[src/rtl/rlcg_pkg.sv]
// shared types, constants and hue offset tables for the rainbow led colour generator
`default_nettype none

package rlcg_pkg;

	localparam int unsigned LED_TOTAL   = 114;
	localparam int unsigned MATRIX_ROWS = 10;
	localparam int unsigned MATRIX_COLS = 11;

	localparam int unsigned HUE_STEPS = 360;
	localparam int unsigned SECTOR    = 60;
	localparam int unsigned FULL      = 255;

	// hue distance between neighbouring leds of each rainbow
	localparam int unsigned SERP_STEP = HUE_STEPS / (LED_TOTAL - 1);
	localparam int unsigned COL_STEP  = HUE_STEPS / (MATRIX_COLS - 1);
	localparam int unsigned ROW_STEP  = HUE_STEPS / (MATRIX_ROWS - 1);

	localparam int unsigned IDX_W  = 8;
	localparam int unsigned POS_W  = 4;
	localparam int unsigned HUE_W  = 9;
	localparam int unsigned CHAN_W = 8;
	localparam int unsigned TAB_N  = 1 << IDX_W;

	typedef logic [HUE_W-1:0] hue_t;
	typedef hue_t ofs_tab_t [TAB_N];

	typedef enum logic [2:0] {
		MODE_PLAIN    = 3'd0,
		MODE_CHANGE   = 3'd1,
		MODE_SERP     = 3'd2,
		MODE_HORZ     = 3'd3,
		MODE_HORZ_MIR = 3'd4,
		MODE_VERT     = 3'd5,
		MODE_VERT_MIR = 3'd6
	} mode_t;

	typedef enum logic [2:0] {
		REG_COLOR_MODE  = 3'd0,
		REG_PLAIN_RED   = 3'd1,
		REG_PLAIN_GREEN = 3'd2,
		REG_PLAIN_BLUE  = 3'd3,
		REG_HUE_ROTATE  = 3'd4
	} reg_idx_t;

	localparam logic CMD_TICK  = 1'b0;
	localparam logic CMD_QUERY = 1'b1;

	// ((k + 1) * step) mod 360 for every k, built at elaboration
	function automatic ofs_tab_t make_ofs(input int unsigned step);
		ofs_tab_t t;
		for (int unsigned i = 0; i < TAB_N; i++) begin
			t[i] = hue_t'(((i + 1) * step) % HUE_STEPS);
		end
		return t;
	endfunction

	localparam ofs_tab_t SERP_OFS = make_ofs(SERP_STEP);
	localparam ofs_tab_t COL_OFS  = make_ofs(COL_STEP);
	localparam ofs_tab_t ROW_OFS  = make_ofs(ROW_STEP);

endpackage

`default_nettype wire

[src/rtl/rainbow_led_color_generator_core.sv]
// Rainbow LED colour generator: hue position counter and per-LED HSV colour lookup.
// One item is accepted every clock, except while a query is held as described below. A tick
// item (tuser low) steps the hue position round 0..359 and gives no result; a query item
// (tuser high) gives one colour, loaded first into the input register and then into the
// result register. The hue offset of each LED comes from constant tables, so the
// path between the two registers is one table read, one add with a compare and
// subtract, a sector select and a multiply by 17. While a result waits on m_tready,
// ticks still drain and one query is held in the input register.
`default_nettype none

module rainbow_led_color_generator_core import rlcg_pkg::*; (
	input  wire logic        clk,
	input  wire logic        arst_n,
	input  wire logic        cfg_wr_en,
	input  wire logic [2:0]  cfg_index,
	input  wire logic [7:0]  cfg_data,
	input  wire logic        s_tvalid,
	output logic             s_tready,
	input  wire logic [23:0] s_tdata,   // led_index[7:0], row[11:8], col[15:12], minute_led[16]
	input  wire logic        s_tuser,   // cmd
	output logic             m_tvalid,
	input  wire logic        m_tready,
	output logic [23:0]      m_tdata    // red[7:0], green[15:8], blue[23:16]
);

	localparam logic [POS_W-1:0] COL_LAST = POS_W'(MATRIX_COLS - 1);
	localparam logic [POS_W-1:0] ROW_LAST = POS_W'(MATRIX_ROWS - 1);
	localparam hue_t HUE_LAST = hue_t'(HUE_STEPS - 1);
	localparam logic [CHAN_W-1:0] CHAN_FULL = CHAN_W'(FULL);

	// configuration
	logic [2:0]        mode_q;
	logic [CHAN_W-1:0] plain_red_q, plain_green_q, plain_blue_q;
	logic              hue_rotate_q;

	always_ff @(posedge clk or negedge arst_n) begin
		if (!arst_n) begin
			mode_q        <= MODE_PLAIN;
			plain_red_q   <= CHAN_FULL;
			plain_green_q <= CHAN_FULL;
			plain_blue_q  <= CHAN_FULL;
			hue_rotate_q  <= 1'b1;
		end else if (cfg_wr_en) begin
			case (cfg_index)
				REG_COLOR_MODE:  mode_q        <= cfg_data[2:0];
				REG_PLAIN_RED:   plain_red_q   <= cfg_data;
				REG_PLAIN_GREEN: plain_green_q <= cfg_data;
				REG_PLAIN_BLUE:  plain_blue_q  <= cfg_data;
				REG_HUE_ROTATE:  hue_rotate_q  <= cfg_data[0];
				default: ;
			endcase
		end
	end

	// input register
	logic             valid_s1;
	logic             cmd_s1;
	logic [IDX_W-1:0] led_index_s1;
	logic [POS_W-1:0] row_s1, col_s1;
	logic             minute_s1;
	logic             out_free;
	logic             go_s1;
	logic             take_in;

	assign out_free = !m_tvalid || m_tready;
	assign go_s1    = valid_s1 && ((cmd_s1 == CMD_TICK) || out_free);
	assign s_tready = !valid_s1 || go_s1;
	assign take_in  = s_tvalid && s_tready;

	always_ff @(posedge clk or negedge arst_n) begin
		if (!arst_n) begin
			valid_s1 <= 1'b0;
		end else if (s_tready) begin
			valid_s1 <= s_tvalid;
		end
	end

	always_ff @(posedge clk) begin
		if (take_in) begin
			cmd_s1       <= s_tuser;
			led_index_s1 <= s_tdata[7:0];
			row_s1       <= s_tdata[11:8];
			col_s1       <= s_tdata[15:12];
			minute_s1    <= s_tdata[16];
		end
	end

	// hue position, stepped when a tick leaves the input register
	hue_t hue_q;

	always_ff @(posedge clk or negedge arst_n) begin
		if (!arst_n) begin
			hue_q <= '0;
		end else if (go_s1 && (cmd_s1 == CMD_TICK)) begin
			hue_q <= (hue_q == HUE_LAST) ? '0 : hue_q + hue_t'(1);
		end
	end

	// hue of the queried led
	logic [POS_W-1:0] col_sat, row_sat, col_k, row_k;
	hue_t             start, ofs, hue;
	logic [HUE_W:0]   hue_sum;

	always_comb begin
		col_sat = (col_s1 > COL_LAST) ? COL_LAST : col_s1;
		row_sat = (row_s1 > ROW_LAST) ? ROW_LAST : row_s1;
		col_k   = (mode_q == MODE_HORZ_MIR) ? COL_LAST - col_sat : col_sat;
		row_k   = (mode_q == MODE_VERT_MIR) ? ROW_LAST - row_sat : row_sat;
		start   = hue_rotate_q ? hue_q : '0;
		case (mode_q)
			MODE_SERP:                 ofs = SERP_OFS[led_index_s1];
			MODE_HORZ, MODE_HORZ_MIR:  ofs = COL_OFS[IDX_W'(col_k)];
			MODE_VERT, MODE_VERT_MIR:  ofs = ROW_OFS[IDX_W'(row_k)];
			default:                   ofs = '0;
		endcase
		hue_sum = {1'b0, start} + {1'b0, ofs};
		if (mode_q == MODE_CHANGE) begin
			hue = hue_q;
		end else if (hue_sum >= (HUE_W + 1)'(HUE_STEPS)) begin
			hue = hue_t'(hue_sum - (HUE_W + 1)'(HUE_STEPS));
		end else begin
			hue = hue_t'(hue_sum);
		end
	end

	// full saturation hsv: 255 / 60 is exactly 17 / 4
	logic [2:0]        sector;
	logic [5:0]        frac;
	logic [9:0]        up_w, down_w;
	logic [CHAN_W-1:0] up, down;
	logic [CHAN_W-1:0] hr, hg, hb;

	always_comb begin
		if (hue >= hue_t'(5 * SECTOR)) begin
			sector = 3'd5; frac = 6'(hue - hue_t'(5 * SECTOR));
		end else if (hue >= hue_t'(4 * SECTOR)) begin
			sector = 3'd4; frac = 6'(hue - hue_t'(4 * SECTOR));
		end else if (hue >= hue_t'(3 * SECTOR)) begin
			sector = 3'd3; frac = 6'(hue - hue_t'(3 * SECTOR));
		end else if (hue >= hue_t'(2 * SECTOR)) begin
			sector = 3'd2; frac = 6'(hue - hue_t'(2 * SECTOR));
		end else if (hue >= hue_t'(SECTOR)) begin
			sector = 3'd1; frac = 6'(hue - hue_t'(SECTOR));
		end else begin
			sector = 3'd0; frac = 6'(hue);
		end
		up_w   = 10'(frac) * 10'd17;
		down_w = (10'(SECTOR) - 10'(frac)) * 10'd17;
		up     = up_w[9:2];
		down   = down_w[9:2];
		case (sector)
			3'd0:    begin hr = CHAN_FULL; hg = up;        hb = '0;        end
			3'd1:    begin hr = down;      hg = CHAN_FULL; hb = '0;        end
			3'd2:    begin hr = '0;        hg = CHAN_FULL; hb = up;        end
			3'd3:    begin hr = '0;        hg = down;      hb = CHAN_FULL; end
			3'd4:    begin hr = up;        hg = '0;        hb = CHAN_FULL; end
			default: begin hr = CHAN_FULL; hg = '0;        hb = down;      end
		endcase
	end

	// final colour per mode
	logic [CHAN_W-1:0] red_c, green_c, blue_c;

	always_comb begin
		case (mode_q)
			MODE_CHANGE, MODE_SERP: begin
				red_c = hr; green_c = hg; blue_c = hb;
			end
			MODE_HORZ, MODE_HORZ_MIR, MODE_VERT, MODE_VERT_MIR: begin
				if (minute_s1) begin
					red_c = CHAN_FULL; green_c = CHAN_FULL; blue_c = CHAN_FULL;
				end else begin
					red_c = hr; green_c = hg; blue_c = hb;
				end
			end
			default: begin
				red_c = plain_red_q; green_c = plain_green_q; blue_c = plain_blue_q;
			end
		endcase
	end

	// result register
	logic load_out;
	assign load_out = go_s1 && (cmd_s1 == CMD_QUERY);

	always_ff @(posedge clk or negedge arst_n) begin
		if (!arst_n) begin
			m_tvalid <= 1'b0;
		end else if (out_free) begin
			m_tvalid <= load_out;
		end
	end

	always_ff @(posedge clk) begin
		if (load_out) begin
			m_tdata <= {blue_c, green_c, red_c};
		end
	end

`ifndef SYNTHESIS
	a_hue_range: assert property (@(posedge clk) disable iff (!arst_n)
		hue_q <= HUE_LAST)
		else $error("hue position out of range");

	a_hue_step: assert property (@(posedge clk) disable iff (!arst_n)
		(go_s1 && cmd_s1 == CMD_TICK) |=>
		(hue_q == $past(hue_q) + hue_t'(1) || (hue_q == '0 && $past(hue_q) == HUE_LAST)))
		else $error("hue position did not step correctly");

	a_hue_hold: assert property (@(posedge clk) disable iff (!arst_n)
		!(go_s1 && cmd_s1 == CMD_TICK) |=> $stable(hue_q))
		else $error("hue position changed without a tick");

	a_query_blocks: assert property (@(posedge clk) disable iff (!arst_n)
		(valid_s1 && cmd_s1 == CMD_QUERY && m_tvalid && !m_tready) |-> !s_tready)
		else $error("input taken while a query is held");

	a_result_from_query: assert property (@(posedge clk) disable iff (!arst_n)
		$rose(m_tvalid) |-> $past(valid_s1 && cmd_s1 == CMD_QUERY))
		else $error("result without a query");
`endif

endmodule

`default_nettype wire

[config.mk]
export PLATFORM = sky130hd
export DESIGN_NAME = rainbow_led_color_generator_core
export DESIGN_NICKNAME = d
export VERILOG_FILES = /design/src/rtl/rlcg_pkg.sv /design/src/rtl/rainbow_led_color_generator_core.sv
export SDC_FILE = /design/constraint.sdc
export NUM_CORES = 1
export LEC_CHECK = 0
export ABC_AREA = 0
export BUFFER_PORTS_ARGS = -buffer_cell sky130_fd_sc_hd__clkbuf_2
export CAP_MARGIN = 5
export CELL_PAD_IN_SITES_DETAIL_PLACEMENT = 1
export CELL_PAD_IN_SITES_GLOBAL_PLACEMENT = 2
export CORE_MARGIN = 2
export CORE_UTILIZATION = 30
export CTS_CLUSTER_DIAMETER = 30
export DETAILED_ROUTE_END_ITERATION = 7
export PLACE_DENSITY_LB_ADDON = 0.1
export SLEW_MARGIN = 0
export SYNTH_ARGS = -nofsm -noshare
export SYNTH_HDL_FRONTEND = slang
export SYNTH_SLANG_ARGS = --single-unit
export TNS_END_PERCENT = 50
[constraint.sdc]
create_clock -name clk -period 8.83 [get_ports clk]
set_input_delay 0.4415 -clock clk [delete_from_list [all_inputs] [get_ports clk]]
set_output_delay 0.4415 -clock clk [all_outputs]
set_load 0.03 [all_outputs]
After elaboration in Yosys (flattened, before gate mapping)

Memory sizes are Yosys's and may differ from the RTL's.
Index checks and enable logic that the tools add are counted.

Register bits: 81
Memory bits (read-only): 6912
Bits of input ports: 41
Output and inout bits: 26
Logic and storage cells: 118
Memories kept: 3

Add/sub/neg operators: 11
Multiply operators: 2
$lt $le $gt $ge: 11
Eq/ne operators: 15
Mux-type cells: 34
Bitwise operators: 4
Reduce and logical (&&, ||, !) cells: 24

Memory list:

| memory           | depth | width | read ports | clocked after Yosys merged registers in | wr ports | line                                    | source |
|---|---|---|---|---|---|---|---|
| (name not given) | 256   | 9     | 1          | 0                                       | 0        | rainbow_led_color_generator_core.sv:113 | `MODE_VERT, MODE_VERT_MIR: ofs = ROW_OFS[IDX_W'(row_k)];` |
| (name not given) | 256   | 9     | 1          | 0                                       | 0        | rainbow_led_color_generator_core.sv:112 | `MODE_HORZ, MODE_HORZ_MIR: ofs = COL_OFS[IDX_W'(col_k)];` |
| (name not given) | 256   | 9     | 1          | 0                                       | 0        | rainbow_led_color_generator_core.sv:111 | `MODE_SERP: ofs = SERP_OFS[led_index_s1];` |

Operators with widths:

| kind                                                  | number |
|---|---|
| 2-to-1 mux 9 bit                                      | 10 |
| case mux 8 bit (3 select lines)                       | 3 |
| case mux 8 bit (2 select lines)                       | 3 |
| >= comparator 9 bit (second input constant)           | 4 |
| 2-to-1 mux 6 bit                                      | 5 |
| subtractor 6 bit (second input constant)              | 5 |
| case mux 9 bit (3 select lines)                       | 1 |
| 2-to-1 mux 8 bit                                      | 3 |
| equality test 3 x 2 -> 1 bit (second input constant)  | 6 |
| >= comparator 9 x 8 -> 1 bit (second input constant)  | 2 |
| NOT 4 -> 9 bit                                        | 2 |
| 2-to-1 mux 4 bit                                      | 4 |
| equality test 3 bit (second input constant)           | 5 |
| OR reduction 2 bit                                    | 7 |
| adder 9 x 9 -> 10 bit                                 | 1 |
| >= comparator 10 x 9 -> 1 bit (second input constant) | 1 |
| multiplier 6 x 5 -> 10 bit (second input constant)    | 1 |
| multiplier 7 x 6 -> 10 bit (second input constant)    | 1 |
| AND reduction 2 bit                                   | 5 |
| adder 9 x 1 -> 9 bit (second input constant)          | 1 |
| equality test 3 x 1 -> 1 bit (second input constant)  | 3 |
| equality test 9 bit (second input constant)           | 1 |
| >= comparator 9 x 6 -> 1 bit (second input constant)  | 1 |
| >= comparator 9 x 7 -> 1 bit (second input constant)  | 1 |
| 14 further kinds                                      | 25 |

Depth between registers and ports, before layout

Gate-level depths: netlist of run 1.

Word-level depth: 24
Gate-level depth with buffers: 45
Gate-level depth less buffers: 45

Worst setup path before layout of run 1

Ideal clock, no wire load.

Path kind: register to register
Start: register mode_q[1]
End: register m_tdata[6] (data pin)
Library setup time: 0.254 ns
Arrival time: 8.266 ns
Data required time: 8.576 ns
Slack: 0.309 ns
Stages on the path, launching flop included: 45
Path buffers: 1
Path through: dfrtp_1 clkbuf_1 nor2b_1 nand2_1 xnor2_1 inv_1 ha_1 inv_1 mux2i_1 o21ai_0 nand2_1 o21ai_0 o22ai_1 nand2_1 o21ai_0 ha_1 inv_1 and2_0 (+9 left out) nor2_1 o211ai_1 a31o_2 nand3_2 o211a_1 a221oi_4 and3_1 and3_1 ha_1 ha_1 ha_1 inv_1 fa_1 xor2_1 inv_1 a21oi_1 o21ai_0 o21a_1

Longest elaborated chain between the ends: 22
Elaborated cells on any way between the ends: 57

RTL lines:

| element                                                                   | line                                                                             | source |
|---|---|---|
| start, declared                                                           | rainbow_led_color_generator_core.sv:32                                           | `logic [2:0] mode_q;` |
| start signal, assigned                                                    | rainbow_led_color_generator_core.sv:45                                           | `REG_COLOR_MODE: mode_q <= cfg_data[2:0];` |
| equality test 3 bit (on tied branches)                                    | --                                                                               |  |
| 2-to-1 mux 4 bit (on tied branches)                                       | rainbow_led_color_generator_core.sv:108, rainbow_led_color_generator_core.sv:107 |  |
| NOT 4 -> 9 bit (on tied branches)                                         | rainbow_led_color_generator_core.sv:113, rainbow_led_color_generator_core.sv:112 |  |
| memory (256 x 9 bit) (on tied branches)                                   | --                                                                               |  |
| 2-to-1 mux 9 bit (on tied branches) (2 in series)                         | rainbow_led_color_generator_core.sv:113, rainbow_led_color_generator_core.sv:112 |  |
| case mux 9 bit (3 select lines)                                           | rainbow_led_color_generator_core.sv:110                                          | `case (mode_q)` |
| adder 9 x 9 -> 10 bit                                                     | rainbow_led_color_generator_core.sv:116                                          | `hue_sum = {1'b0, start} + {1'b0, ofs};` |
| subtractor 9 bit or >= comparator 10 x 9 -> 1 bit (tied branches)         | rainbow_led_color_generator_core.sv:120, rainbow_led_color_generator_core.sv:119 |  |
| (+6 left out)                                                             | --                                                                               |  |
| 2-to-1 mux 6 bit or 2-to-1 mux 3 bit (tied branches)                      | rainbow_led_color_generator_core.sv:136                                          | `end else if (hue >= hue_t'(4 * SECTOR)) begin` |
| 2-to-1 mux 6 bit or 2-to-1 mux 3 bit (tied branches)                      | rainbow_led_color_generator_core.sv:134                                          | `if (hue >= hue_t'(5 * SECTOR)) begin` |
| subtractor 6 x 6 -> 7 bit or equality test 3 x 2 -> 1 bit (tied branches) | rainbow_led_color_generator_core.sv:148, rainbow_led_color_generator_core.sv:151 |  |
| multiplier 7 x 6 -> 10 bit or OR reduction 2 bit (tied branches)          | --                                                                               |  |
| case mux 8 bit (3 select lines)                                           | rainbow_led_color_generator_core.sv:151                                          | `case (sector)` |
| 2-to-1 mux 8 bit                                                          | rainbow_led_color_generator_core.sv:170                                          | `if (minute_s1) begin` |
| case mux 8 bit (2 select lines) (*)                                       | rainbow_led_color_generator_core.sv:165                                          | `case (mode_q)` |
| named net red_c[6]                                                        | rainbow_led_color_generator_core.sv:162                                          | `logic [CHAN_W-1:0] red_c, green_c, blue_c;` |
| end signal, assigned                                                      | rainbow_led_color_generator_core.sv:196                                          | `m_tdata <= {blue_c, green_c, red_c};` |
| end, declared                                                             | rainbow_led_color_generator_core.sv:23                                           | `output logic [23:0] m_tdata` |

Mark *: on every way through the listed nets, which the timed path passes. The rest lies on a longest branch. The select of a mux whose other input is x is not followed.
A chain may end at the register's enable or synchronous reset.

Worst setup path in the final report of run 1

Start: register led_index_s1[7]
End: register m_tdata[7] (data pin)

Longest elaborated chain between the ends: 20
Elaborated cells on any way between the ends: 41

RTL lines:

| element                                                                   | line                                                                             | source |
|---|---|---|
| start, declared                                                           | rainbow_led_color_generator_core.sv:58                                           | `logic [IDX_W-1:0] led_index_s1;` |
| start signal, assigned                                                    | rainbow_led_color_generator_core.sv:81                                           | `led_index_s1 <= s_tdata[7:0];` |
| NOT 8 -> 9 bit (implied by the code) (*)                                  | rainbow_led_color_generator_core.sv:111                                          |  |
| memory (256 x 9 bit) (*)                                                  | --                                                                               |  |
| 2-to-1 mux 9 bit (implied by the code) (*) (2 in series)                  | rainbow_led_color_generator_core.sv:111                                          |  |
| case mux 9 bit (3 select lines) (*)                                       | rainbow_led_color_generator_core.sv:110                                          |  |
| adder 9 x 9 -> 10 bit (*)                                                 | rainbow_led_color_generator_core.sv:116                                          |  |
| subtractor 9 bit or >= comparator 10 x 9 -> 1 bit (tied branches)         | rainbow_led_color_generator_core.sv:120, rainbow_led_color_generator_core.sv:119 |  |
| 2-to-1 mux 9 bit (*)                                                      | rainbow_led_color_generator_core.sv:119                                          | `end else if (hue_sum >= (HUE_W + 1)'(HUE_STEPS)) begin` |
| 2-to-1 mux 9 bit (*)                                                      | rainbow_led_color_generator_core.sv:117                                          | `if (mode_q == MODE_CHANGE) begin` |
| (+4 left out)                                                             | --                                                                               |  |
| 2-to-1 mux 6 bit or 2-to-1 mux 3 bit (tied branches)                      | rainbow_led_color_generator_core.sv:136                                          |  |
| 2-to-1 mux 6 bit or 2-to-1 mux 3 bit (tied branches)                      | rainbow_led_color_generator_core.sv:134                                          |  |
| subtractor 6 x 6 -> 7 bit or equality test 3 x 2 -> 1 bit (tied branches) | rainbow_led_color_generator_core.sv:148, rainbow_led_color_generator_core.sv:151 |  |
| multiplier 7 x 6 -> 10 bit or OR reduction 2 bit (tied branches)          | --                                                                               |  |
| case mux 8 bit (3 select lines) (*)                                       | rainbow_led_color_generator_core.sv:151                                          |  |
| 2-to-1 mux 8 bit                                                          | rainbow_led_color_generator_core.sv:170                                          |  |
| case mux 8 bit (2 select lines) (*)                                       | rainbow_led_color_generator_core.sv:165                                          |  |
| named net red_c[7]                                                        | rainbow_led_color_generator_core.sv:162                                          |  |

Marked as above.

==> flow_results.org, run 1 <==
** STA
- Minimum setup slack in the final design :: approximately 0.37 ns
- For the pin with the worst max-slew slack, the measured transition is ~0.99 ns.
- Achievable Freq :: approximately 120 MHz
- Max Slew Vio Count :: 0
- The final critical path takes up a little over nine tenths of the cycle.
- In the final timing run, aggregate negative setup slack is 0 ns.
- Normalized max-slew margin :: 33.07%
- The routed design could run at a clock period as short as approximately 8.5 ns.
- Clock skew on the completed layout was measured at 0.009074 ns.
- Setup-violating endpoint count in the final report :: 0
- Final-report hold violation count :: 0

** GRT
- Vias in the first global route :: 6539
- Remaining global-route overflow :: 0
- Global routing consumed, over all layers together, about a fifth of the routing resources.
- Entering global routing, the biggest net connects 40 pins.
- Wire length of the first global-routing pass :: between 30 and 40 mm
- The number of antenna violations at the first check in global routing came to 0.

** Layout
- Number of antenna repair diodes :: 0
- The post-route netlist has about 34% of its cells at a drive strength greater than 1.
- The final layout contains 1002 nets.
- Filler cells :: approximately 2.6k
- Relative to the synthesized area, the layout overhead comes to 26.49%.

** Critical path
- Critical path's most frequent cell :: ha_1
- Largest stage delay, worst path :: slightly below 0.6 ns
- At the worst endpoint, the arrival time is between 8 and 9 ns.
- Critical setup path kind :: register to register
- Along the worst path, the maximum fanout reaches 10.
- Slowest stage cell on the critical path :: edfxtp_1
- STA classifies the critical path endpoint as a register.
- At the worst endpoint, the required time is about 9 ns.
- Nature of the critical path startpoint :: register

** Clock network
- CTS sink cnt :: ~80
- Clock Root Buffer :: clkbuf_16
- # H-tree levels :: 3
- Clock tree from TritonCTS :: done
- The clock passes through at most 2 buffers.
- Clock latency on the worst-skew pair, taken at its later pin, is around 0.35 ns.
- After clock tree synthesis, the clock-pin slew on the worst setup and hold paths is around 0.06 ns.
- Count of hold-fix buffers inserted at cts :: 0
- Number of CTS-inserted buffers :: 9

** Route
- Number of DRC violations after detailed-routing iteration 0 :: 276
- The routed design has 22.74 mm of wire.
- The detailed router put a total of ~11 mm of wire on met1.
- Detailed routing placed a total of approximately 11 mm of wire on met2.
- Total vias in the final route :: 6385
- Number of vias per cell after detailed routing :: roughly 5.3
- Detailed routing placed a total of approximately 670 um of wire on met3.
- Antenna viol nets, final :: 0
- The highest metal layer carrying signal wires in the routed design is met4.
- DRC violations left :: 0
- Before antenna repair, the detailed router went through 5 iterations.
- After detailed routing, the average wire length per cell comes to 19.04 um.

** Yosys
- Counting instances in the post-synthesis netlist gives the leading cell types as nor2_1 (89), nand2_1 (56), ha_1 (54), a21oi_1 (47), o21ai_0 (43).
- Number of distinct library cell variants in the gate-level netlist after synthesis :: between 80 and 90
- For this run, the number of Yosys warnings is 0.
- Share of the synthesized area in compound gates (AO/OA/AOI/OAI) :: 23.12%
- Counting flops with a built-in enable in the synthesized netlist gives 42.
- The synthesized netlist occupies a cell area of a little under 7000 um^2.
- In this run the biggest area consumer among cell types represents between 10% and 20% of the synthesized area.
- Multiplexer area fraction after synthesis :: between 6 and 7%
- Top cells by area in the synthesized netlist :: edfxtp_1 (18%), ha_1 (9.7%), dfstp_2 (9.5%)
- Dividing the synthesized area by the synthesized cell count gives between 9 and 10 um^2.
- The most common cell in the synthesized netlist is nor2_1.
- Syn Nets :: 866
- Most used flip-flop cell after synthesis :: edfxtp_1
- In the synthesized netlist the async set-or-reset flop fraction comes to between 40% and 50%.
- Yosys top cell by area :: edfxtp_1
- Synthesized-area fraction occupied by xor and xnor cells :: under 10%
- Simple-gate portion of the synthesized area :: 17.51%
- Count of mapped cells out of synthesis :: 768
- Adder and majority cell fraction of the synthesized area :: a little over a tenth
- Synthesis inferred 81 register bits.
- Main combinational cell family by area after synthesis :: compound AO/OA/AOI/OAI gates
- For this run, the register share of the synthesized area comes to between 30% and 40%.

** Job
- Max Cap Violations :: 0

** Status
- The run finished with clean final reports.

** Floorplanning
- # IOs :: 67
- Initial core utilization :: 30.58%
- In this run the horizontal extent of the chip is 156.1 um.
- The floorplan step set the die height to between 150 and 200 um.
- Die outline area :: about 24000 um^2
- # rows :: 55
- Area of the placeable core :: between 20000 and 25000 um^2

** Placed design
- DP Wirelength :: roughly 18 mm
- Port buffering added 59 buffers.
- The congestion estimate from routability-driven global placement came to 0.8499.
- Pre-CTS worst setup slack :: -0.2881 ns

** Pwr
- Total power per unit cell area :: between 400 and 500 nW/um^2
- VDD sags by at most 0.1799 mV.
- For this design the static power due to leakage is roughly 3.6 nW.
- The design draws 3.782 mW.

** Min path
- Class of the tightest hold or removal check :: primary input to asynchronous set/reset pin
worst max-delay path, delay by kind of cell, from the launching register on:
family	cells	cell delay (ns)
and+or+nand+nor	6	1.31
adders and majority gates	6	1.74
xor gates and xnor gates	3	0.40
muxes	1	0.18
buffers and inverters	7	0.97
AOI/OAI and AO/OA	13	3.06
DFF	1	0.59
flip-flops by register name, indices dropped and copies added, names as in the netlist:
signal         count
mode_q             3
cmd_s1             1
m_tdata           24
m_tvalid           1
led_index_s1       8
plain_red_q        8
minute_s1          1
row_s1             4
plain_green_q      8
hue_rotate_q       1
hue_q              9
col_s1             4
valid_s1           1
plain_blue_q       8
stage by stage:
stage	area, um^2	util, %	hold slack (ns)	std cells
global placement	8182	36.03	0.5401	1171
floorplan	6944	-	0.1459	768
finish	8783	38.68	0.2620	1194
CTS	8509	37.47	0.2571	1187
detailed placement	8182	36.03	0.5606	1171
global route	8783	38.68	0.2596	1194
layer usage:
layer / GRT usage, % / up-vias
li1: - / 3111
met5: 0 / -
met4: 4.543 / 0
met3: 1.972 / 17
met1: 26.79 / 3165
met2: 30.53 / 92
cell families (layout without fill, tap and decap cells):
| logic type | Yosys count | in the layout |
|---|---|---|
| fa+ha+maj | 57 | 57 |
| compound gates | 223 | 223 |
| mux | 39 | 39 |
| flops | 81 | 81 |
| buf+inv | 73 | 214 |
| simple gates | 254 | 254 |
| xor+xnor | 41 | 41 |
path summary, 6_finish.rpt:
| path | from | endpoint | slack [ns] | depth (start not counted) |
|---|---|---|---|---|
| max reg2reg | led_index_s1[7]$_DFFE_PP_ | m_tdata[7]$_DFFE_PP_ | 0.37 | 36 |
| min in group clk | s_tdata[12] | col_s1[0]$_DFFE_PP_ | 0.27 | 1 |
| max in group asynchronous | arst_n | hue_q[6]$_DFFE_PN0P_ | 7.95 | 1 |
| max | led_index_s1[7]$_DFFE_PP_ | m_tdata[7]$_DFFE_PP_ | 0.37 | 36 |
| min reg2reg | valid_s1$_DFFE_PN0N_ | m_tvalid$_DFFE_PN0P_ | 0.57 | 2 |
| min | arst_n | m_tvalid$_DFFE_PN0P_ | 0.26 | 1 |
area by class of cell:
cell class / instances / area, um^2 / area share (%)
Clock buffer: 10 / 239.0 / 2.721
Clock inverter: 6 / 50.05 / 0.5698
Inverter: 36 / 135.1 / 1.538
Multi-Input combinational cell: 614 / 4658 / 53.03
Sequential cell: 81 / 2268 / 25.83
Tap cell: 285 / 356.6 / 4.060
Timing Repair Buffer: 162 / 1076 / 12.25
where the power goes:
| group | internal, mW | total [mW] | switching [mW] |
|---|---|---|---|
| Combinational | 1.25 | 2.82 | 1.56 |
| Clock | 0.202 | 0.362 | 0.161 |
| Sequential | 0.534 | 0.603 | 0.0689 |
| Total | 1.99 | 3.78 | 1.79 |
cell usage in the layout (no fill, tap or decap), types with 20 or more instances in the layout:
cell type / n
buf_4: 101
nor2_1: 86
clkbuf_2: 59
nand2_1: 53
ha_1: 53
a21oi_1: 42
edfxtp_1: 42
o21ai_0: 37
inv_1: 33
mux2_2: 32
xnor2_1: 26
dfstp_2: 25
nand3_1: 20
timing repair:
item,in CTS,in global routing
gates resized for setup,6,49
endpoints found under the setup margin,8,13
gates cloned,0,0
pin swaps,1,15
buffers inserted,0,7
(Power assumes the default switching activity.)
==> inputs of run 2 (changes only) <==
--- a/config.mk
+++ b/config.mk
@@ -9,7 +9,7 @@
 export BUFFER_PORTS_ARGS = -buffer_cell sky130_fd_sc_hd__clkbuf_2
 export CAP_MARGIN = 5
 export CELL_PAD_IN_SITES_DETAIL_PLACEMENT = 1
-export CELL_PAD_IN_SITES_GLOBAL_PLACEMENT = 2
+export CELL_PAD_IN_SITES_GLOBAL_PLACEMENT = 1
 export CORE_MARGIN = 2
 export CORE_UTILIZATION = 30
 export CTS_CLUSTER_DIAMETER = 30
==> run 2 against run 1 <==
First-iteration DRC count grew 11%. Cell area decreased by 1.5%. Die area is the same. Clock power rose by 4%. Non-clock buffer count unchanged. Critical path depth rose by 3. Core utilization fell by 0.56 points. Final cell count stayed put.
==> flow_results.org, run 2 (synthesized netlist as in run 1, its figures left out) <==
** Critical path
- The slowest cell on the critical path is edfxtp_1 (unchanged).
- The end point of the critical path is m_tdata[15]$_DFFE_PP_ (was m_tdata[7]$_DFFE_PP_).
- Nature of the critical path startpoint :: register (unchanged)
- CP Capture Type :: register (unchanged)
- R2r worst-path depth :: 39 (was 36)
- The arrival time reported for the critical path endpoint came to 8.48 ns (was 8.60 ns).
- The origin of the worst setup path is col_s1[2]$_DFFE_PP_ (was led_index_s1[7]$_DFFE_PP_).
- The critical path required time is 8.90 ns (was 8.98 ns).
- The startpoint-to-endpoint class of the critical path is register to register (unchanged).
- The startpoint of the most critical register-to-register path is col_s1[2]$_DFFE_PP_ (was led_index_s1[7]$_DFFE_PP_).
- Critical path's most frequent cell :: ha_1 (unchanged)
- Terminus of the critical flop-to-flop path :: m_tdata[15]$_DFFE_PP_ (was m_tdata[7]$_DFFE_PP_)
- The worst reg-to-reg setup slack came to 0.43 ns (was 0.37 ns).
- The worst-path maximum fanout was 6 (was 10).
- The delay of the slowest cell on the worst path is 0.44 ns (was 0.59 ns).

** Placed design
- Pre-CTS worst setup slack :: -0.01633 ns (was -0.2881 ns)
- Area of placed instances :: 8154 um^2 (was 8182 um^2)
- The cell total after placement came to 1169 (was 1171).
- Final Wtd Congestion :: 0.7998 (was 0.8499)
- DP Wirelength :: 17.36 mm (was 17.90 mm)
- The number of port buffers came to 59 (unchanged).

** Layout
- The final instance count without filler cells came to 1194 (unchanged).
- The layout overhead on the synthesized area is 24.65% (was 26.49%).
- The count of inserted antenna diode cells is 0 (unchanged).
- Regs by FF count :: m_tdata x24, hue_q x9 (unchanged)
- Biggest register :: m_tdata (unchanged)
- Ratio of cells with drive above 1 in the final layout :: 31.90% (was 34.10%)
- The total non-filler cell area in the finished layout was 8656 um^2 (was 8783 um^2).
- The number of flip-flops in the largest register was 24 (unchanged).
- Commonest cells after routing, fill and taps aside: buf_4 (102), nor2_1 (88), clkbuf_2 (60) (was buf_4 (101), nor2_1 (86), clkbuf_2 (59)).
- Core occupancy in the finished layout :: 38.12% (was 38.68%)
- The count of nets after finishing is 1002 (unchanged).
- Most common cell after layout, fill and taps aside :: buf_4 (unchanged)

** Status
- Status :: completed (unchanged)

** STA
- Minimum setup slack in the final design :: 0.4255 ns (was 0.3737 ns)
- The largest clock skew in the final design came to 0.009737 ns (was 0.009074 ns).
- The post-route setup TNS was 0 ns (unchanged).
- The transition time at the pin with the least slew margin is 1.105 ns (was 0.9934 ns).
- The number of setup violations in the final report came to 0 (unchanged).
- The part of the cycle the worst path needs was 95.18% (was 95.77%).
- Final critical path time including I/O delays and setup :: 8.405 ns (was 8.456 ns)
- The final max-slew violation count came to 0 (unchanged).
- The worst-case headroom to the max-slew limit was 25.36% (was 33.07%).
- The number of endpoints with negative hold slack in the final report is 0 (unchanged).
- The maximum achievable frequency was 119.0 MHz (was 118.3 MHz).

** GRT
- The global-route wire length before repair is 35.50 mm (was 35.77 mm).
- Vias in the first global route :: 6673 (was 6539)
- The global routing usage summed across all routing layers came to 18.27% (was 18.78%).
- The pin count of the biggest net entering global routing was 40 (unchanged).
- Remaining global-route overflow :: 0 (unchanged)
- The number of antenna violations at the first check in global routing is 0 (unchanged).

** Route
- Detailed-route wire length :: 22.23 mm (was 22.74 mm)
- The via count normalized by instance count came to 5.308 (was 5.348).
- Total vias in the final route :: 6338 (was 6385)
- Number of DRC violations after detailed-routing iteration 0 :: 307 (was 276)
- Antenna viol nets, final :: 0 (unchanged)
- DRC violations left :: 0 (unchanged)
- Routed wirelength normalized by instance count :: 18.62 um (was 19.04 um)
- Drt first pass iters :: 5 (unchanged)

** Clock network
- The clock transition at the register clock pins on the worst setup and hold paths after CTS is 0.06 ns (about the same).
- Count of hold-fix buffers inserted at cts :: 0 (unchanged)
- Clock tree from TritonCTS :: done (unchanged)
- The clock net sink count came to 81 (unchanged).
- # H-tree levels :: 3 (unchanged)
- Maximum clock path buffer count :: 2 (unchanged)
- Clock Root Buffer :: clkbuf_16 (unchanged)
- The number of clock buffers inserted by TritonCTS came to 9 (unchanged).
- Clock latency on the worst-skew pair :: 0.34 ns (was 0.35 ns)

** Pwr
- The cell area power density is 418.2 nW/um^2 (was 430.6 nW/um^2).
- Leakage :: 3.588 nW (was 3.603 nW)
- Peak ir drop on the vdd network :: 0.2150 mV (was 0.1799 mV)

** Floorplanning
- The die span in y was 156.1 um (unchanged).
- The die boundary width came to 156.1 um (unchanged).
- # IOs :: 67 (unchanged)
- Initial core utilization :: 30.58% (unchanged)
- Die outline area :: 24380 um^2 (unchanged)
- The core footprint came to 22710 um^2 (unchanged).
- The number of rows created at floorplan was 55 (unchanged).

** Min path
- Class of the tightest hold or removal check :: primary input to asynchronous set/reset pin (unchanged)

** Job
- Max Cap Violations :: 0 (unchanged)
-- run 2: final cells by class --
type                       count  area (um^2)
clock inverter                 5        43.79
tap                          285        356.6
clock buffer                  11        264.0
fill                        2632        14050
multi-input combinational    614         4522
inverter                      36        135.1
timing repair buffer         162         1066
sequential                    81         2268
-- run 2: worst max-delay path: cells and delay by family (launching register included) --
family          cells  cell delay [ns]
flops               1             0.44
mux                 2             0.47
fa+ha+maj           7             1.85
simple gates        5             0.71
xor+xnor            2             0.39
compound gates     18             3.62
buf+inv             5             0.67
-- run 2: power breakdown --
part	total [mW]	internal [mW]	switching, mW
clock network	0.377	0.219	0.158
logic	2.64	1.16	1.48
registers	0.602	0.534	0.0679
total	3.62	1.91	1.71
-- run 2: worst min-delay path by stage --
stage	slack, ns	start	to
after global placement	0.54	valid_s1$_DFFE_PN0N_	m_tvalid$_DFFE_PN0P_
after CTS	0.26	s_tuser	cmd_s1$_DFFE_PP_
final	0.27	arst_n	hue_q[6]$_DFFE_PN0P_
after global routing	0.26	s_tdata[14]	col_s1[2]$_DFFE_PP_
after floorplan	0.15	arst_n	hue_q[0]$_DFFE_PN0P_
after detailed placement	0.57	valid_s1$_DFFE_PN0N_	m_tvalid$_DFFE_PN0P_
-- run 2: layer usage --
metal	share of wire, %	GRT usage (%)
met1	48	25.73
met2	48	30.47
met3	2.6	2.194
met4	0.85	3.233
met5	0	0
-- run 2: repair_timing --
item / CTS / global route
buffers inserted: 0 / 8
resized for setup: 0 / 29
endpoints found under the setup margin: 0 / 15
-- run 2: stage by stage --
step	hold WS (ns)	power, mW
floorplan	0.1459	2.142
global route	0.2640	3.923
global placement	0.5376	3.093
CTS	0.2642	3.547
finish	0.2719	3.620
detailed placement	0.5719	3.142
==> inputs of run 3 (changes only) <==
--- a/config.mk
+++ b/config.mk
@@ -15,6 +15,7 @@
 export CTS_CLUSTER_DIAMETER = 30
 export DETAILED_ROUTE_END_ITERATION = 7
 export PLACE_DENSITY_LB_ADDON = 0.1
+export REMOVE_ABC_BUFFERS = 1
 export SLEW_MARGIN = 0
 export SYNTH_ARGS = -nofsm -noshare
 export SYNTH_HDL_FRONTEND = slang
==> run 3 against run 2 <==
Critical path depth increased by 1. Sequential power decreased by 1%. Worst setup slack got worse by 0.0026 ns. Combinational power hardly changed. Clock-buffer cell count stayed put. Critical endpoint is now m_tdata[6]$_DFFE_PP_. Cell area up 0.51%. Maximum frequency about the same. Sequential cell count unchanged. Core utilization up 0.19 points. Final cell count decreased by 0.59%. Sequential share of layout area fell by 0.13 points. Register-to-register slack is essentially flat.
==> flow_results.org, run 3 (synthesized netlist as in run 1, its figures left out) <==
** STA
- Final-report hold violation count :: 0 (unchanged)
- Worst clock skew on the final layout :: 0.01140 ns (was 0.009737 ns)
- Period Utilization, post-route :: 95.21% (was 95.18%)
- The worst-case headroom to the max-slew limit is 27.89% (was 25.36%).
- The transition time at the pin with the least slew margin came to 1.082 ns (was 1.105 ns).
- Setup-violating endpoint count in the final report :: 0 (unchanged)
- The maximum achievable frequency came to 118.9 MHz (was 119.0 MHz).
- The final critical-path required period is 8.407 ns (was 8.405 ns).
- The final max-slew violation count came to 0 (unchanged).
- The final worst setup slack came to 0.4229 ns (was 0.4255 ns).

** Layout
- Number of antenna repair diodes :: 0 (unchanged)
- Biggest register :: m_tdata (unchanged)
- Regs by FF count :: m_tdata x24, hue_q x9 (unchanged)
- Most common cell after layout, fill and taps aside :: buf_4 (unchanged)
- Commonest cells after routing, fill and taps aside: buf_4 (96), nor2_1 (87), clkbuf_2 (59) (was buf_4 (102), nor2_1 (88), clkbuf_2 (60)).
- The final instance count without filler cells is 1187 (was 1194).
- The number of fillers in the final layout was 2711 (was 2632).
- Final-stage net count :: 995 (was 1002)
- Flip-flop count of the largest register after layout :: 24 (unchanged)
- Growth of design area from synthesis to finish :: 25.28% (was 24.65%)
- The final core utilization was 38.31% (was 38.12%).
- The share of final-layout standard cells stronger than drive strength 1 was 32.71% (was 31.90%).
- Post-route cell area :: 8700 um^2 (was 8656 um^2)

** GRT
- Remaining global-route overflow :: 0 (unchanged)
- Pin count of the biggest net entering global routing :: 40 (unchanged)
- Vias in the first global route :: 6611 (was 6673)
- The global-route wire length before repair is 35.38 mm (was 35.50 mm).
- The global routing usage summed across all routing layers came to 18.35% (was 18.27%).
- The number of antenna violations at the first check in global routing came to 0 (unchanged).

** Job
- Max Cap Violations :: 0 (unchanged)

** Route
- Detailed-route wire length :: 21.96 mm (was 22.23 mm)
- The count of antenna-violating nets left after detailed routing was 0 (unchanged).
- The via count normalized by instance count is 5.344 (was 5.308).
- Drt first pass iters :: 4 (was 5)
- DRC violations left :: 0 (unchanged)
- The average wire per cell in the routed design is 18.50 um (was 18.62 um).
- Total vias in the final route :: 6343 (was 6338)
- Number of DRC violations after detailed-routing iteration 0 :: 244 (was 307)

** Clock network
- The number of clock buffers inserted by TritonCTS is 9 (unchanged).
- The clock latency of the later-clocked register in the worst-skew pair was 0.36 ns (was 0.34 ns).
- The cell at the root of the clock tree was clkbuf_16 (unchanged).
- Maximum clock path buffer count :: 2 (unchanged)
- # H-tree levels :: 3 (unchanged)
- Clock tree from TritonCTS :: done (unchanged)
- Count of hold-fix buffers inserted at cts :: 0 (unchanged)
- Reg clk slew, reported paths :: 0.07 ns (was 0.06 ns)
- The clock net sink count was 81 (unchanged).

** Pwr
- Total power per unit cell area :: 413.4 nW/um^2 (was 418.2 nW/um^2)
- Peak ir drop on the vdd network :: 0.2204 mV (was 0.2150 mV)
- The overall power of the completed layout came to 3.596 mW (was 3.620 mW).
- Leakage :: 3.559 nW (was 3.588 nW)

** Critical path
- Slowest stage cell on the critical path :: edfxtp_1 (unchanged)
- The kind of capture point of the worst setup path is a register (unchanged).
- Largest stage delay, worst path :: 0.43 ns (was 0.44 ns)
- The cell occurring most often along the worst timing path was ha_1 (unchanged).
- The arrival time reported for the critical path endpoint is 8.51 ns (was 8.48 ns).
- The startpoint-to-endpoint class of the critical path was register to register (unchanged).
- The critical path required time came to 8.94 ns (was 8.90 ns).
- The worst-path maximum fanout was 6 (unchanged).
- Nature of the critical path startpoint :: register (unchanged)

** Floorplanning
- The number of rows created at floorplan is 55 (unchanged).
- The floorplan die area came to 24380 um^2 (unchanged).
- The top-level port count is 67 (unchanged).
- The die span in y came to 156.1 um (unchanged).
- The die boundary width came to 156.1 um (unchanged).
- Initial core utilization :: 30.58% (unchanged)
- The core footprint came to 22710 um^2 (unchanged).

** Placed design
- DP Wirelength :: 17.10 mm (was 17.36 mm)
- The placed standard-cell area came to 8144 um^2 (was 8154 um^2).
- The number of port buffers is 59 (unchanged).
- The minimum setup slack after placement is -0.02897 ns (was -0.01633 ns).
- Final Wtd Congestion :: 0.8546 (was 0.7998)
- The cell total after placement was 1166 (was 1169).

** Min path
- Class of the tightest hold or removal check :: primary input to register (was primary input to asynchronous set/reset pin)

** Status
- Status :: completed (unchanged)
[run 3: cell count changes in the layout (fill, tap and decap cells not counted), sizes merged]
cell,before,now
buf,102,96
clkbuf,71,70
clkinvlp,2,0
inv,37,39
[run 3: where the power goes]
part / internal, mW / total [mW] / switching (mW)
combinational: 1.15 / 2.61 / 1.46
clock: 0.213 / 0.388 / 0.175
sequential: 0.533 / 0.596 / 0.0628
[run 3: area by class of cell]
type                    instances  area (um^2)  share of cell area [%]
clock buffers                  11        254.0                   2.920
clock inverters                 5        43.79                  0.5034
inverters                      36        135.1                   1.553
multi-input cells             614         4626                   53.17
flip-flops and latches         81         2268                   26.08
well taps                     285        356.6                   4.099
repair buffers                155         1016                   11.68
[run 3: final timing paths]
check | slack (ns) | from | end | depth (start not counted)
setup / recovery | 0.42 | col_s1[2]$_DFFE_PP_ | m_tdata[6]$_DFFE_PP_ | 40
hold / removal | 0.26 | s_tdata[6] | led_index_s1[6]$_DFFE_PP_ | 1
setup reg to reg | 0.42 | col_s1[2]$_DFFE_PP_ | m_tdata[6]$_DFFE_PP_ | 40
hold reg to reg | 0.55 | valid_s1$_DFFE_PN0N_ | m_tvalid$_DFFE_PN0P_ | 2
max in group asynchronous | 7.89 | arst_n | mode_q[0]$_DFFE_PN0P_ | 1
min in group asynchronous | 0.29 | arst_n | hue_q[8]$_DFFE_PN0P_ | 1
[run 3: through the flow]
step,hold slack [ns],setup TNS (ns)
floorplan,0.1459,0
global route,0.2462,-0.1636
detailed placement,0.5417,-0.02897
CTS,0.2501,0
global placement,0.5350,0
finish,0.2606,0
[run 3: what timing repair did]
item                       CTS  global route
resized for setup            3            41
gates cloned                 0             0
pin swaps                    0            10
hold endpoints to repair     0             0
setup endpoints to repair    2             9
buffers inserted             0             5
[run 3: routing by layer]
| layer | GRT usage (%) | routed length [um] |
|---|---|---|
| met1 | 25.03 | 10740 |
| met2 | 31.14 | 10470 |
| met3 | 2.528 | 536 |
| met4 | 3.626 | 207 |
| met5 | 0 | 0 |
[run 3: critical path, delay by kind of cell, from the launching register on]
kind,cells,cell delay [ns]
compound gates,16,3.39
fa+ha+maj,8,2.18
buf+inv,9,1.10
xor+xnor,3,0.56
flops,1,0.43
simple gates,3,0.27
mux,1,0.22
